**src/rtl/core/lcmn_pkg.sv**
```systemverilog
// Shared types, constants and saturation helpers for the live cepstral
// mean normalizer. No dependencies; every other file imports this package.
`default_nettype none

package lcmn_pkg;

  localparam int MAX_COEFS = 32;
  localparam int IDX_W     = $clog2(MAX_COEFS);
  localparam int LEN_W     = 6;
  localparam int COEF_W    = 16;
  localparam int SUM_W     = 32;
  localparam int CNT_W     = 16;
  localparam int WIDE_W    = SUM_W + 2;
  localparam int DIV_STEPS = SUM_W;
  localparam int DIV_CW    = $clog2(DIV_STEPS + 1);

  localparam logic ACT_SAMPLE = 1'b0;
  localparam logic ACT_UPDATE = 1'b1;

  localparam logic STATUS_DONE      = 1'b0;
  localparam logic STATUS_NO_FRAMES = 1'b1;

  typedef struct packed {
    logic                     action;
    logic [4:0]               coef_index;
    logic signed [COEF_W-1:0] coef_value;
    logic                     frame_last;
  } lcmn_in_t;

  typedef struct packed {
    logic signed [COEF_W-1:0] norm_value;
    logic                     status;
  } lcmn_out_t;

  typedef enum logic [1:0] {
    ST_IDLE,
    ST_CHECK,
    ST_DIV,
    ST_FINISH
  } lcmn_state_t;

  typedef struct packed {
    logic sample;
    logic reject;
    logic upd_begin;
    logic div_start;
    logic mean_write;
    logic finish;
  } lcmn_cmd_t;

  typedef struct packed {
    logic count_zero;
    logic idx_done;
    logic div_done;
    logic out_free;
  } lcmn_stat_t;

  // Saturate a wide signed value to the coefficient width.
  function automatic logic signed [COEF_W-1:0] sat_coef(input logic signed [WIDE_W-1:0] v);
    logic signed [COEF_W-1:0] r;
    if ((&v[WIDE_W-1:COEF_W-1]) || !(|v[WIDE_W-1:COEF_W-1])) begin
      r = v[COEF_W-1:0];
    end else begin
      r = v[WIDE_W-1] ? {1'b1, {(COEF_W-1){1'b0}}} : {1'b0, {(COEF_W-1){1'b1}}};
    end
    return r;
  endfunction

  // Saturate a wide signed value to the running sum width.
  function automatic logic signed [SUM_W-1:0] sat_sum(input logic signed [WIDE_W-1:0] v);
    logic signed [SUM_W-1:0] r;
    if ((&v[WIDE_W-1:SUM_W-1]) || !(|v[WIDE_W-1:SUM_W-1])) begin
      r = v[SUM_W-1:0];
    end else begin
      r = v[WIDE_W-1] ? {1'b1, {(SUM_W-1){1'b0}}} : {1'b0, {(SUM_W-1){1'b1}}};
    end
    return r;
  endfunction

endpackage

`default_nettype wire

```
**src/rtl/core/live_cepstral_mean_normalizer.sv**
```systemverilog
// Top level of the live cepstral mean normalizer: joins the controller and
// the datapath. Depends on lcmn_pkg, lcmn_ctrl and lcmn_dp.
//
//   channel   direction  handshake            payload
//   in        into block in_valid / in_stall  in_data  (lcmn_in_t)
//   out       out of     out_valid / out_stall out_data (lcmn_out_t)
//   cfg       into block cfg_write            cfg_data (vector length)
//
// Samples stream at one per cycle while the output register drains. An
// update request walks indices 1 to length-1 (length capped at 32) through
// the bit-serial divider and holds in_stall high meanwhile. An update with
// no counted frames is rejected with the no-frames status. Reset is
// synchronous and clears the mean and sum stores and the frame counter; a
// response waits in the output register while out_stall is high.
`default_nettype none

module live_cepstral_mean_normalizer
  import lcmn_pkg::*;
(
  input  logic             clk,
  input  logic             rst,
  input  logic             cfg_write,
  input  logic [LEN_W-1:0] cfg_data,
  input  logic             in_valid,
  output logic             in_stall,
  input  lcmn_in_t         in_data,
  output logic             out_valid,
  input  logic             out_stall,
  output lcmn_out_t        out_data
);

  lcmn_cmd_t  cmd;
  lcmn_stat_t stat;

  lcmn_ctrl u_ctrl (
    .clk      (clk),
    .rst      (rst),
    .in_valid (in_valid),
    .action   (in_data.action),
    .stat     (stat),
    .in_stall (in_stall),
    .cmd      (cmd)
  );

  lcmn_dp u_dp (
    .clk       (clk),
    .rst       (rst),
    .cfg_write (cfg_write),
    .cfg_data  (cfg_data),
    .in_data   (in_data),
    .cmd       (cmd),
    .stat      (stat),
    .out_valid (out_valid),
    .out_stall (out_stall),
    .out_data  (out_data)
  );

endmodule

`default_nettype wire

```
**src/rtl/core/lcmn_div.sv**
```systemverilog
// Bit-serial restoring divider: signed sum over unsigned frame count,
// quotient truncated toward zero. Depends on lcmn_pkg.
`default_nettype none

module lcmn_div
  import lcmn_pkg::*;
(
  input  logic                    clk,
  input  logic                    rst,
  input  logic                    start,
  input  logic signed [SUM_W-1:0] dividend,
  input  logic [CNT_W-1:0]        divisor,
  output logic                    done,
  output logic signed [SUM_W-1:0] quotient
);

  logic              busy;
  logic [DIV_CW-1:0] cnt;
  logic [CNT_W-1:0]  rem;
  logic [SUM_W-1:0]  mag;
  logic              neg;

  logic [CNT_W:0] rem_sh;
  logic [CNT_W:0] diff;
  logic           qbit;

  // The shifted remainder stays below twice the divisor, so the top bit of the
  // difference is the borrow.
  assign rem_sh   = {rem, mag[SUM_W-1]};
  assign diff     = rem_sh - {1'b0, divisor};
  assign qbit     = !diff[CNT_W];
  assign quotient = mag;

  always_ff @(posedge clk) begin
    if (rst) begin
      busy <= 1'b0;
      done <= 1'b0;
    end else begin
      done <= 1'b0;
      if (start) begin
        busy <= 1'b1;
      end else if (busy && cnt == DIV_CW'(DIV_STEPS)) begin
        busy <= 1'b0;
        done <= 1'b1;
      end
    end
  end

  // The magnitude register shifts the quotient in; the last cycle restores the sign.
  always_ff @(posedge clk) begin
    if (start) begin
      cnt <= '0;
      rem <= '0;
      mag <= dividend[SUM_W-1] ? -dividend : dividend;
      neg <= dividend[SUM_W-1];
    end else if (busy) begin
      if (cnt == DIV_CW'(DIV_STEPS)) begin
        mag <= neg ? -mag : mag;
      end else begin
        rem <= qbit ? diff[CNT_W-1:0] : rem_sh[CNT_W-1:0];
        mag <= {mag[SUM_W-2:0], qbit};
        cnt <= cnt + DIV_CW'(1);
      end
    end
  end

endmodule

`default_nettype wire

```
**src/rtl/core/lcmn_ctrl.sv**
```systemverilog
// Controller state machine: accepts requests and sequences the mean update.
// Depends on lcmn_pkg.
`default_nettype none

module lcmn_ctrl
  import lcmn_pkg::*;
(
  input  logic       clk,
  input  logic       rst,
  input  logic       in_valid,
  input  logic       action,
  input  lcmn_stat_t stat,
  output logic       in_stall,
  output lcmn_cmd_t  cmd
);

  lcmn_state_t state;
  lcmn_state_t state_next;

  always_ff @(posedge clk) begin
    if (rst) begin
      state <= ST_IDLE;
    end else begin
      state <= state_next;
    end
  end

  always_comb begin
    state_next = state;
    cmd        = '0;
    in_stall   = 1'b1;
    unique case (state)
      ST_IDLE: begin
        in_stall = !stat.out_free;
        if (in_valid && stat.out_free) begin
          if (action == ACT_SAMPLE) begin
            cmd.sample = 1'b1;
          end else if (stat.count_zero) begin
            cmd.reject = 1'b1;
          end else begin
            cmd.upd_begin = 1'b1;
            state_next    = ST_CHECK;
          end
        end
      end
      ST_CHECK: begin
        if (stat.idx_done) begin
          state_next = ST_FINISH;
        end else begin
          cmd.div_start = 1'b1;
          state_next    = ST_DIV;
        end
      end
      ST_DIV: begin
        if (stat.div_done) begin
          cmd.mean_write = 1'b1;
          state_next     = ST_CHECK;
        end
      end
      ST_FINISH: begin
        // The update's response waits here until the output register is free.
        if (stat.out_free) begin
          cmd.finish = 1'b1;
          state_next = ST_IDLE;
        end
      end
      default: begin
        state_next = ST_IDLE;
      end
    endcase
  end

endmodule

`default_nettype wire

```
**src/rtl/core/lcmn_dp.sv**
```systemverilog
// Datapath: length register, mean and sum stores, frame counter, update
// arithmetic with the serial divider, and the output register. Depends on
// lcmn_pkg and lcmn_div.
`default_nettype none

module lcmn_dp
  import lcmn_pkg::*;
(
  input  logic             clk,
  input  logic             rst,
  input  logic             cfg_write,
  input  logic [LEN_W-1:0] cfg_data,
  input  lcmn_in_t         in_data,
  input  lcmn_cmd_t        cmd,
  output lcmn_stat_t       stat,
  output logic             out_valid,
  input  logic             out_stall,
  output lcmn_out_t        out_data
);

  logic [LEN_W-1:0]         vector_length;
  logic signed [COEF_W-1:0] mean_mem [MAX_COEFS];
  logic signed [SUM_W-1:0]  sum_mem [MAX_COEFS];
  logic [CNT_W-1:0]         frame_count;
  logic [LEN_W-1:0]         upd_idx;

  logic [LEN_W-1:0]         len_eff;
  logic [IDX_W-1:0]         rd_addr;
  logic [IDX_W-1:0]         upd_addr;
  logic signed [COEF_W-1:0] mean_rd;
  logic signed [SUM_W-1:0]  sum_rd;
  logic                     in_range;
  logic signed [SUM_W-1:0]  sum_new;
  logic signed [COEF_W-1:0] res;
  logic signed [WIDE_W-1:0] mean_acc;
  logic signed [COEF_W-1:0] mean_new;
  logic                     div_done;
  logic signed [SUM_W-1:0]  quot;
  logic                     out_free;
  logic                     out_load;
  lcmn_out_t                out_next;

  assign len_eff  = (vector_length > LEN_W'(MAX_COEFS)) ? LEN_W'(MAX_COEFS) : vector_length;
  assign upd_addr = upd_idx[IDX_W-1:0];
  assign rd_addr  = cmd.sample ? in_data.coef_index[IDX_W-1:0] : upd_addr;
  assign mean_rd  = mean_mem[rd_addr];
  assign sum_rd   = sum_mem[rd_addr];

  assign in_range = (in_data.coef_index != '0) &&
                    ({1'b0, in_data.coef_index} < len_eff);

  assign sum_new = sat_sum({{(WIDE_W-SUM_W){sum_rd[SUM_W-1]}}, sum_rd} +
                           {{(WIDE_W-COEF_W){in_data.coef_value[COEF_W-1]}},
                            in_data.coef_value});

  always_comb begin
    res = in_data.coef_value;
    if (in_range) begin
      res = sat_coef({{(WIDE_W-COEF_W){in_data.coef_value[COEF_W-1]}}, in_data.coef_value} -
                     {{(WIDE_W-COEF_W){mean_rd[COEF_W-1]}}, mean_rd});
    end
  end

  // New mean is the floor of half of (old mean + quotient).
  assign mean_acc = {{(WIDE_W-COEF_W){mean_rd[COEF_W-1]}}, mean_rd} +
                    {{(WIDE_W-SUM_W){quot[SUM_W-1]}}, quot};
  assign mean_new = sat_coef(mean_acc >>> 1);

  lcmn_div u_div (
    .clk      (clk),
    .rst      (rst),
    .start    (cmd.div_start),
    .dividend (sum_rd),
    .divisor  (frame_count),
    .done     (div_done),
    .quotient (quot)
  );

  always_ff @(posedge clk) begin
    if (rst) begin
      vector_length <= LEN_W'(13);
      frame_count   <= '0;
      upd_idx       <= '0;
      for (int i = 0; i < MAX_COEFS; i++) begin
        mean_mem[i] <= '0;
        sum_mem[i]  <= '0;
      end
    end else begin
      if (cfg_write) begin
        vector_length <= cfg_data;
      end
      if (cmd.sample && in_data.frame_last && !(&frame_count)) begin
        frame_count <= frame_count + CNT_W'(1);
      end else if (cmd.finish) begin
        frame_count <= '0;
      end
      if (cmd.upd_begin) begin
        upd_idx <= LEN_W'(1);
      end else if (cmd.mean_write) begin
        upd_idx <= upd_idx + LEN_W'(1);
      end
      if (cmd.sample && in_range) begin
        sum_mem[rd_addr] <= sum_new;
      end
      if (cmd.mean_write) begin
        mean_mem[upd_addr] <= mean_new;
        sum_mem[upd_addr]  <= '0;
      end
    end
  end

  assign out_free = !out_valid || !out_stall;
  assign out_load = cmd.sample || cmd.reject || cmd.finish;

  always_comb begin
    out_next.norm_value = '0;
    out_next.status     = STATUS_DONE;
    if (cmd.sample) begin
      out_next.norm_value = res;
    end else if (cmd.reject) begin
      out_next.status = STATUS_NO_FRAMES;
    end
  end

  always_ff @(posedge clk) begin
    if (rst) begin
      out_valid <= 1'b0;
    end else if (out_load) begin
      out_valid <= 1'b1;
    end else if (!out_stall) begin
      out_valid <= 1'b0;
    end
  end

  always_ff @(posedge clk) begin
    if (out_load) begin
      out_data <= out_next;
    end
  end

  assign stat.count_zero = (frame_count == '0);
  assign stat.idx_done   = (upd_idx >= len_eff);
  assign stat.div_done   = div_done;
  assign stat.out_free   = out_free;

endmodule

`default_nettype wire

```
**config.mk**
```make
export PLATFORM = sky130hd
export DESIGN_NAME = live_cepstral_mean_normalizer
export DESIGN_NICKNAME = d
export VERILOG_FILES = /design/src/rtl/core/lcmn_pkg.sv /design/src/rtl/core/live_cepstral_mean_normalizer.sv /design/src/rtl/core/lcmn_div.sv /design/src/rtl/core/lcmn_ctrl.sv /design/src/rtl/core/lcmn_dp.sv
export SDC_FILE = /design/constraint.sdc
export NUM_CORES = 2
export LEC_CHECK = 0
export ABC_CLOCK_PERIOD_IN_PS = 17300
export BUFFER_PORTS_ARGS = -buffer_cell sky130_fd_sc_hd__buf_2
export CORE_ASPECT_RATIO = 1.5
export CORE_UTILIZATION = 50
export DETAILED_ROUTE_END_ITERATION = 8
export GPL_TIMING_DRIVEN = 0
export PLACE_DENSITY = 0.66
export SYNTH_ARGS = -nofsm -noshare
export SYNTH_HDL_FRONTEND = slang
export SYNTH_SLANG_ARGS = --single-unit
```
**constraint.sdc**
```tcl
create_clock -name clk -period 17.3 [get_ports clk]
set_input_delay 1.73 -clock clk [delete_from_list [all_inputs] [get_ports clk]]
set_output_delay 1.73 -clock clk [all_outputs]
set_load 0.03 [all_outputs]
```
# Word-level counts from Yosys, hierarchy flattened
# Memories as Yosys holds them, arrays and structs flattened.
# Index checks and enable logic that the tools add are counted.
[op_classes]
n_bitwise = 1
multipliers = 0
eq_ne = 11
shifts = 0
div_mod_pow = 0
n_mux = 62
reduce_logical = 42
add_sub_neg = 9
order_cmp = 3
[op_table]
columns = ["cell", "n"]
rows = [
  ["2-to-1 mux 32 bit", 9],
  ["2-to-1 mux 16 bit", 9],
  ["negator 32 bit", 2],
  ["OR reduction 32 bit", 2],
  ["adder 16 x 32 -> 33 bit", 1],
  ["adder 32 x 16 -> 33 bit", 1],
  ["2-to-1 mux 1 bit", 30],
  ["2-to-1 mux 5 bit", 4],
  ["AND reduction 19 bit", 1],
  ["OR reduction 19 bit", 1],
  ["AND reduction 18 bit", 1],
  ["OR reduction 18 bit", 1],
  ["subtractor 16 x 16 -> 17 bit", 1],
  ["subtractor 17 x 16 -> 17 bit", 1],
  ["adder 16 x 1 -> 16 bit, second input constant", 1],
  ["logical NOT 16 bit", 1],
  ["AND reduction 16 bit", 1],
  ["OR reduction 16 bit", 1],
  ["adder 6 x 1 -> 6 bit, second input constant", 2],
  ["2-to-1 mux 2 bit", 6],
  ["logical NOT 1 bit", 8],
  ["!= test 2 x 1 -> 1 bit, second input constant", 4],
  ["case mux 2 bit (4 select lines)", 1],
  ["nonzero test 2 bit", 4],
  ["other kinds (20)", 35],
]
[word_totals]
in_bits = 34
wordCells = 144
mem_bits_rw = 1536
latchBits = 0
reg_bits = 105
memories = 2
romBits = 0
output_inout_bits = 19
[mem_list]
columns = ["memory", "words", "word_bits", "read_ports", "rd_clocked_by_memory_dff", "write_ports", "line", "source"]
rows = [
  ["u_dp.sum_mem", 32, 32, 1, 0, 32, "lcmn_dp.sv:23", "logic signed [SUM_W-1:0] sum_mem [MAX_COEFS];"],
  ["u_dp.mean_mem", 32, 16, 1, 0, 32, "lcmn_dp.sv:22", "logic signed [COEF_W-1:0] mean_mem [MAX_COEFS];"],
]

# Longest topological paths before layout
# An unclocked memory read counts as a cell.
[depth]
ltp_word = 14
ltp_mapped = 36
depth_no_buf = 25

# Hierarchy
# Synthesis repeated with hierarchy kept, for this count alone.
[unflattened]
hier_cells = 6973
area_unflattened_um2 = 76598.5
[modules_own_cells]
columns = ["module", "instances", "cells_each", "area_each_um2", "seq_area_each_um2"]
rows = [
  ["lcmn_dp", 1, 6365, 71700.0, 36965.5],
  ["lcmn_div", 1, 587, 4737.0, 1471.4],
  ["lcmn_ctrl", 1, 21, 161.4, 40.0],
]

# Least setup slack after synthesis
# No wires, ideal clock.
[synth_path]
path_kind = "input -> register"
startpoint = "in out_stall"
endpoint = "mem u_dp.mean_mem[0][7], data pin"
arrival_ns = 9.669
setup_slack_ns = 7.363
n_path_buf = 11
cell_stages = 32
required_time_ns = 17.032
setup_time_ns = 0.268
path_cell_list = "a211oi_4 nand3_2 nand2_2 buf_4 buf_2 buf_2 buf_2 buf_4 buf_2 buf_2 buf_2 mux4_2 nand2_1 a31oi_1 nand2_1 nand2_1 ha_1 and2_0 clkbuf_1 a221o_1 a2111oi_0 nor4_1 a2111oi_0 a21boi_1 o31ai_1 a21oi_1 o21bai_1 nand4_1 buf_2 a22oi_1 buf_2 nor3_1"
[synth_lines]
columns = ["item", "line", "source"]
rows = [
  ["start: declaration", "live_cepstral_mean_normalizer.sv:28", "input logic out_stall,"],
  ["end: declaration", "lcmn_dp.sv:22", ""],
]

==> flow_metrics.tcl <==
set metrics [dict create \
    status "finished, violations left" \
    violations "design-rule violations, max-capacitance violations, max-slew violations" \
    max_stage_delay_ns 1.07 \
    place_area_mm2 0.0836 \
    synthCells 6663 \
    maxSlewViolCount 41 \
    dp.cells 8850 \
    arrival_ns 16.43 \
    seqPwrFrac_pct 43.2 \
    synth_top_area_share_pct 59.6 \
    cts_tree "built" \
    drt_iter0_drc 9994 \
    antenna_found_initial 18 \
    hold_path_end "u_dp.vector_length[2]" \
    max_cap_viol_count 6 \
    power_frac_comb_pct 24.5 \
    r2r_end "u_dp.mean_mem[31][7]" \
    ys.flop_type "edfxtp_1" \
    nFillCells 13300 \
    end_kind "flip-flop" \
    fin_nets 7084 \
    final.setup_skew_ns 0.0390 \
    ys_types 91 \
    drc_errors 18 \
    placement.io_buffers 49 \
    start_util_pct 50.4 \
    core_mm2 0.159 \
    synthArstFlopShare_pct 0 \
    p_switching_w 0.00363 \
    synth_common_cells "1,586 x edfxtp_1, 1,438 x nor2_1, 716 x nand2_1" \
    reg2reg_slack_ns 2.11 \
    root_buffer "clkbuf_16" \
    grt_pass1_vias 59600 \
    seq_area_frac_synth_pct 61.0 \
    reg2reg_from "u_ctrl.state[0]" \
    vias 62200 \
    grtUsageTotal_pct 40.7 \
    timing.fmax_mhz 63.0 \
    clock_path_buffers 3 \
    path_buf_inv 14 \
    vias_per_cell 6.81 \
    fin_crit_sh_pct 91.8 \
    fin_cells 9142 \
    area_growth_pct 11.0 \
    numClockSinks 1641 \
    yosys_warnings 0 \
    crit_top_cell "buf_2" \
    cp-start-kind "primary input" \
    worstHoldStart "u_dp.vector_length[2]" \
    whs_path_depth 2 \
    synth_top_area_cell "edfxtp_1" \
    postCtsHoldBufs 0 \
    slew_headroom_pct -12.2 \
    grt-ovfl-total 0 \
    hpwl_mm 226 \
    hold_class "flip-flop to flip-flop" \
    synth.most_common_cell "edfxtp_1" \
    hold_violations 0 \
    drtAntennaViolNets 0 \
    ys_ff_latch 1641 \
    path_delay_family "buffers and inverters" \
    routed_wl_mm 331 \
    min_period_ns 15.88 \
    rows 179 \
    synth.avg_cell_area_um2 12.0 \
    tns_ns 0 \
    p_int_w 0.00701 \
    die_width_um 328 \
    swShare_pct 34.1 \
    setup_viol 0 \
    synth_area_mm2 0.0799 \
    reg2reg_depth 31 \
    p_per_area_mw_per_mm2 120 \
    setup.worst_path.class "primary input to flip-flop" \
    leakagePower_nw 32.9 \
    gp_congestion 1.05 \
    numCtsBuffers 157 \
    grt_max_degree 33 \
    die_h_um 491 \
    slowest_stage "a22oi_1" \
    clk_latency_ns 0.86 \
    wl_per_cell_um 36.2 \
    h-tree-depth 4 \
    worst_pin_slew_ns 1.64 \
    cp.required_ns 17.85 \
    total_power_w 0.0106 \
    post_cts_buffers 0 \
    post-route-util_pct 55.9 \
    clockPowerShare_pct 32.4 \
    dr.pass1.iters 9 \
    stdcell_area_mm2 0.0886 \
    layout-drive-gt1-share_pct 11.6 \
    synthTopCellsByArea "edfxtp_1 60%, mux4_2 8.8%, nor2_1 6.8%, nand2_1 3.4%, ha_1 1.8%" \
    rsz0062_at_grt "no" \
    synth_edf_count 1586 \
    grt_first_pass_wirelength_mm 449 \
    path_clk_slew_ns 0.06 \
    peakVddDrop_mv 0.0864 \
    io_pins 53 \
    postCtsResizedCells 0 \
    worstPathMaxFanout 18 \
    dieArea_mm2 0.161 \
]
[kinds of logic after synthesis]
| kind of cell | synth area share (%) |
|---|---|
| and+or+nand+nor | 15.5 |
| xor gates and xnor gates | 1.11 |
| other | 0.00470 |
| muxes | 10.3 |
| AOI/OAI and AO/OA | 6.61 |
| DFF | 61.0 |
| adders and majority gates | 1.93 |
| buffers and inverters | 3.50 |
[worst max path at each step]
stage / start / endpoint / slack, ns / depth (start not counted)
global route: in_valid / u_dp.mean_mem[4][9] / 1.23 / 32
finish: in_valid / u_dp.mean_mem[31][7] / 1.42 / 32
floorplan: out_stall / u_dp.mean_mem[0][7] / 7.36 / 32
detailed placement: out_stall / u_dp.mean_mem[31][7] / 1.27 / 32
global placement: out_stall / u_dp.mean_mem[31][8] / 1.07 / 31
CTS: out_stall / u_dp.mean_mem[31][7] / 2.11 / 32
[stage by stage]
stage	worst slack, ns	hold WS [ns]
finish	1.42	0.482
global route	1.23	0.503
CTS	2.11	0.486
detailed placement	1.27	0.466
global placement	1.07	0.465
floorplan	7.36	0.442
[power groups by stage]
stage / clock (W) / sequential [W] / combinational, W
after floorplan: 0 / 0.00466 / 0.00145
after global placement: 0 / 0.00468 / 0.00241
after detailed placement: 0 / 0.00468 / 0.00247
after CTS: 0.00341 / 0.00459 / 0.00248
after global routing: 0.00354 / 0.00461 / 0.00267
final: 0.00344 / 0.00460 / 0.00260
[cell type report]
type	instances	area [um^2]	share of cell area, %
plain buffers	573	2360	2.66
flip-flops and latches	1641	48700	55.0
multi-input cells	4364	28800	32.5
clock buffers	203	4240	4.78
diodes	12	30.0	0.0339
clock inverters	76	676	0.762
inverters	116	435	0.491
well taps	2081	2600	2.94
repair buffers	76	747	0.843
[sequential cells by signal, indices dropped and copies added, names as in the netlist, 2 cells and up]
name and cells:
u_ctrl.state 2, u_dp.frame_count 16, u_dp.mean_mem 512, u_dp.out_data 17, u_dp.sum_mem 1024, u_dp.u_div.cnt 6
u_dp.u_div.quotient 32, u_dp.u_div.rem 16, u_dp.upd_idx 6, u_dp.vector_length 6
[routing by layer]
layer / wire length [um] / vias up / track usage (%)
li1: - / 25000 / -
met1: 100000 / 30300 / 44.9
met2: 149000 / 5333 / 63.0
met3: 41300 / 1596 / 11.0
met4: 40000 / 18 / 38.9
met5: 175 / - / 0.302
[cell usage in the layout, fill, tap and decap left out, drive strengths merged, types with 15 or more instances in the layout]
cell    count
edfxtp   1586
conb       32
o21a       15
mux2i     112
xor2       30
a21o       48
a221o      19
and3       98
nand2b     26
clkbuf    585
o211ai     25
or3        20
buf       267
mux4      312
nor2     1439
dfxtp      55
ha        117
o31ai      24
nand4      30
clkinv     56
a31oi      59
and2       20
nor2b      25
inv       122
nand3     200
a311oi     52
nor3      277
a211oi     87
o221ai     19
nand2     717
nor4       17
o21ai     116
xnor2      71
a21oi     154
[tightest hold or removal path: cells and delay by family (launching register included)]
family | cells | cell delay (ns)
flip-flops | 1 | 0.33
multiplexers | 1 | 0.07
AND/OR/NAND/NOR | 1 | 0.06
No activity file was read; power rests on OpenSTA's default activity.
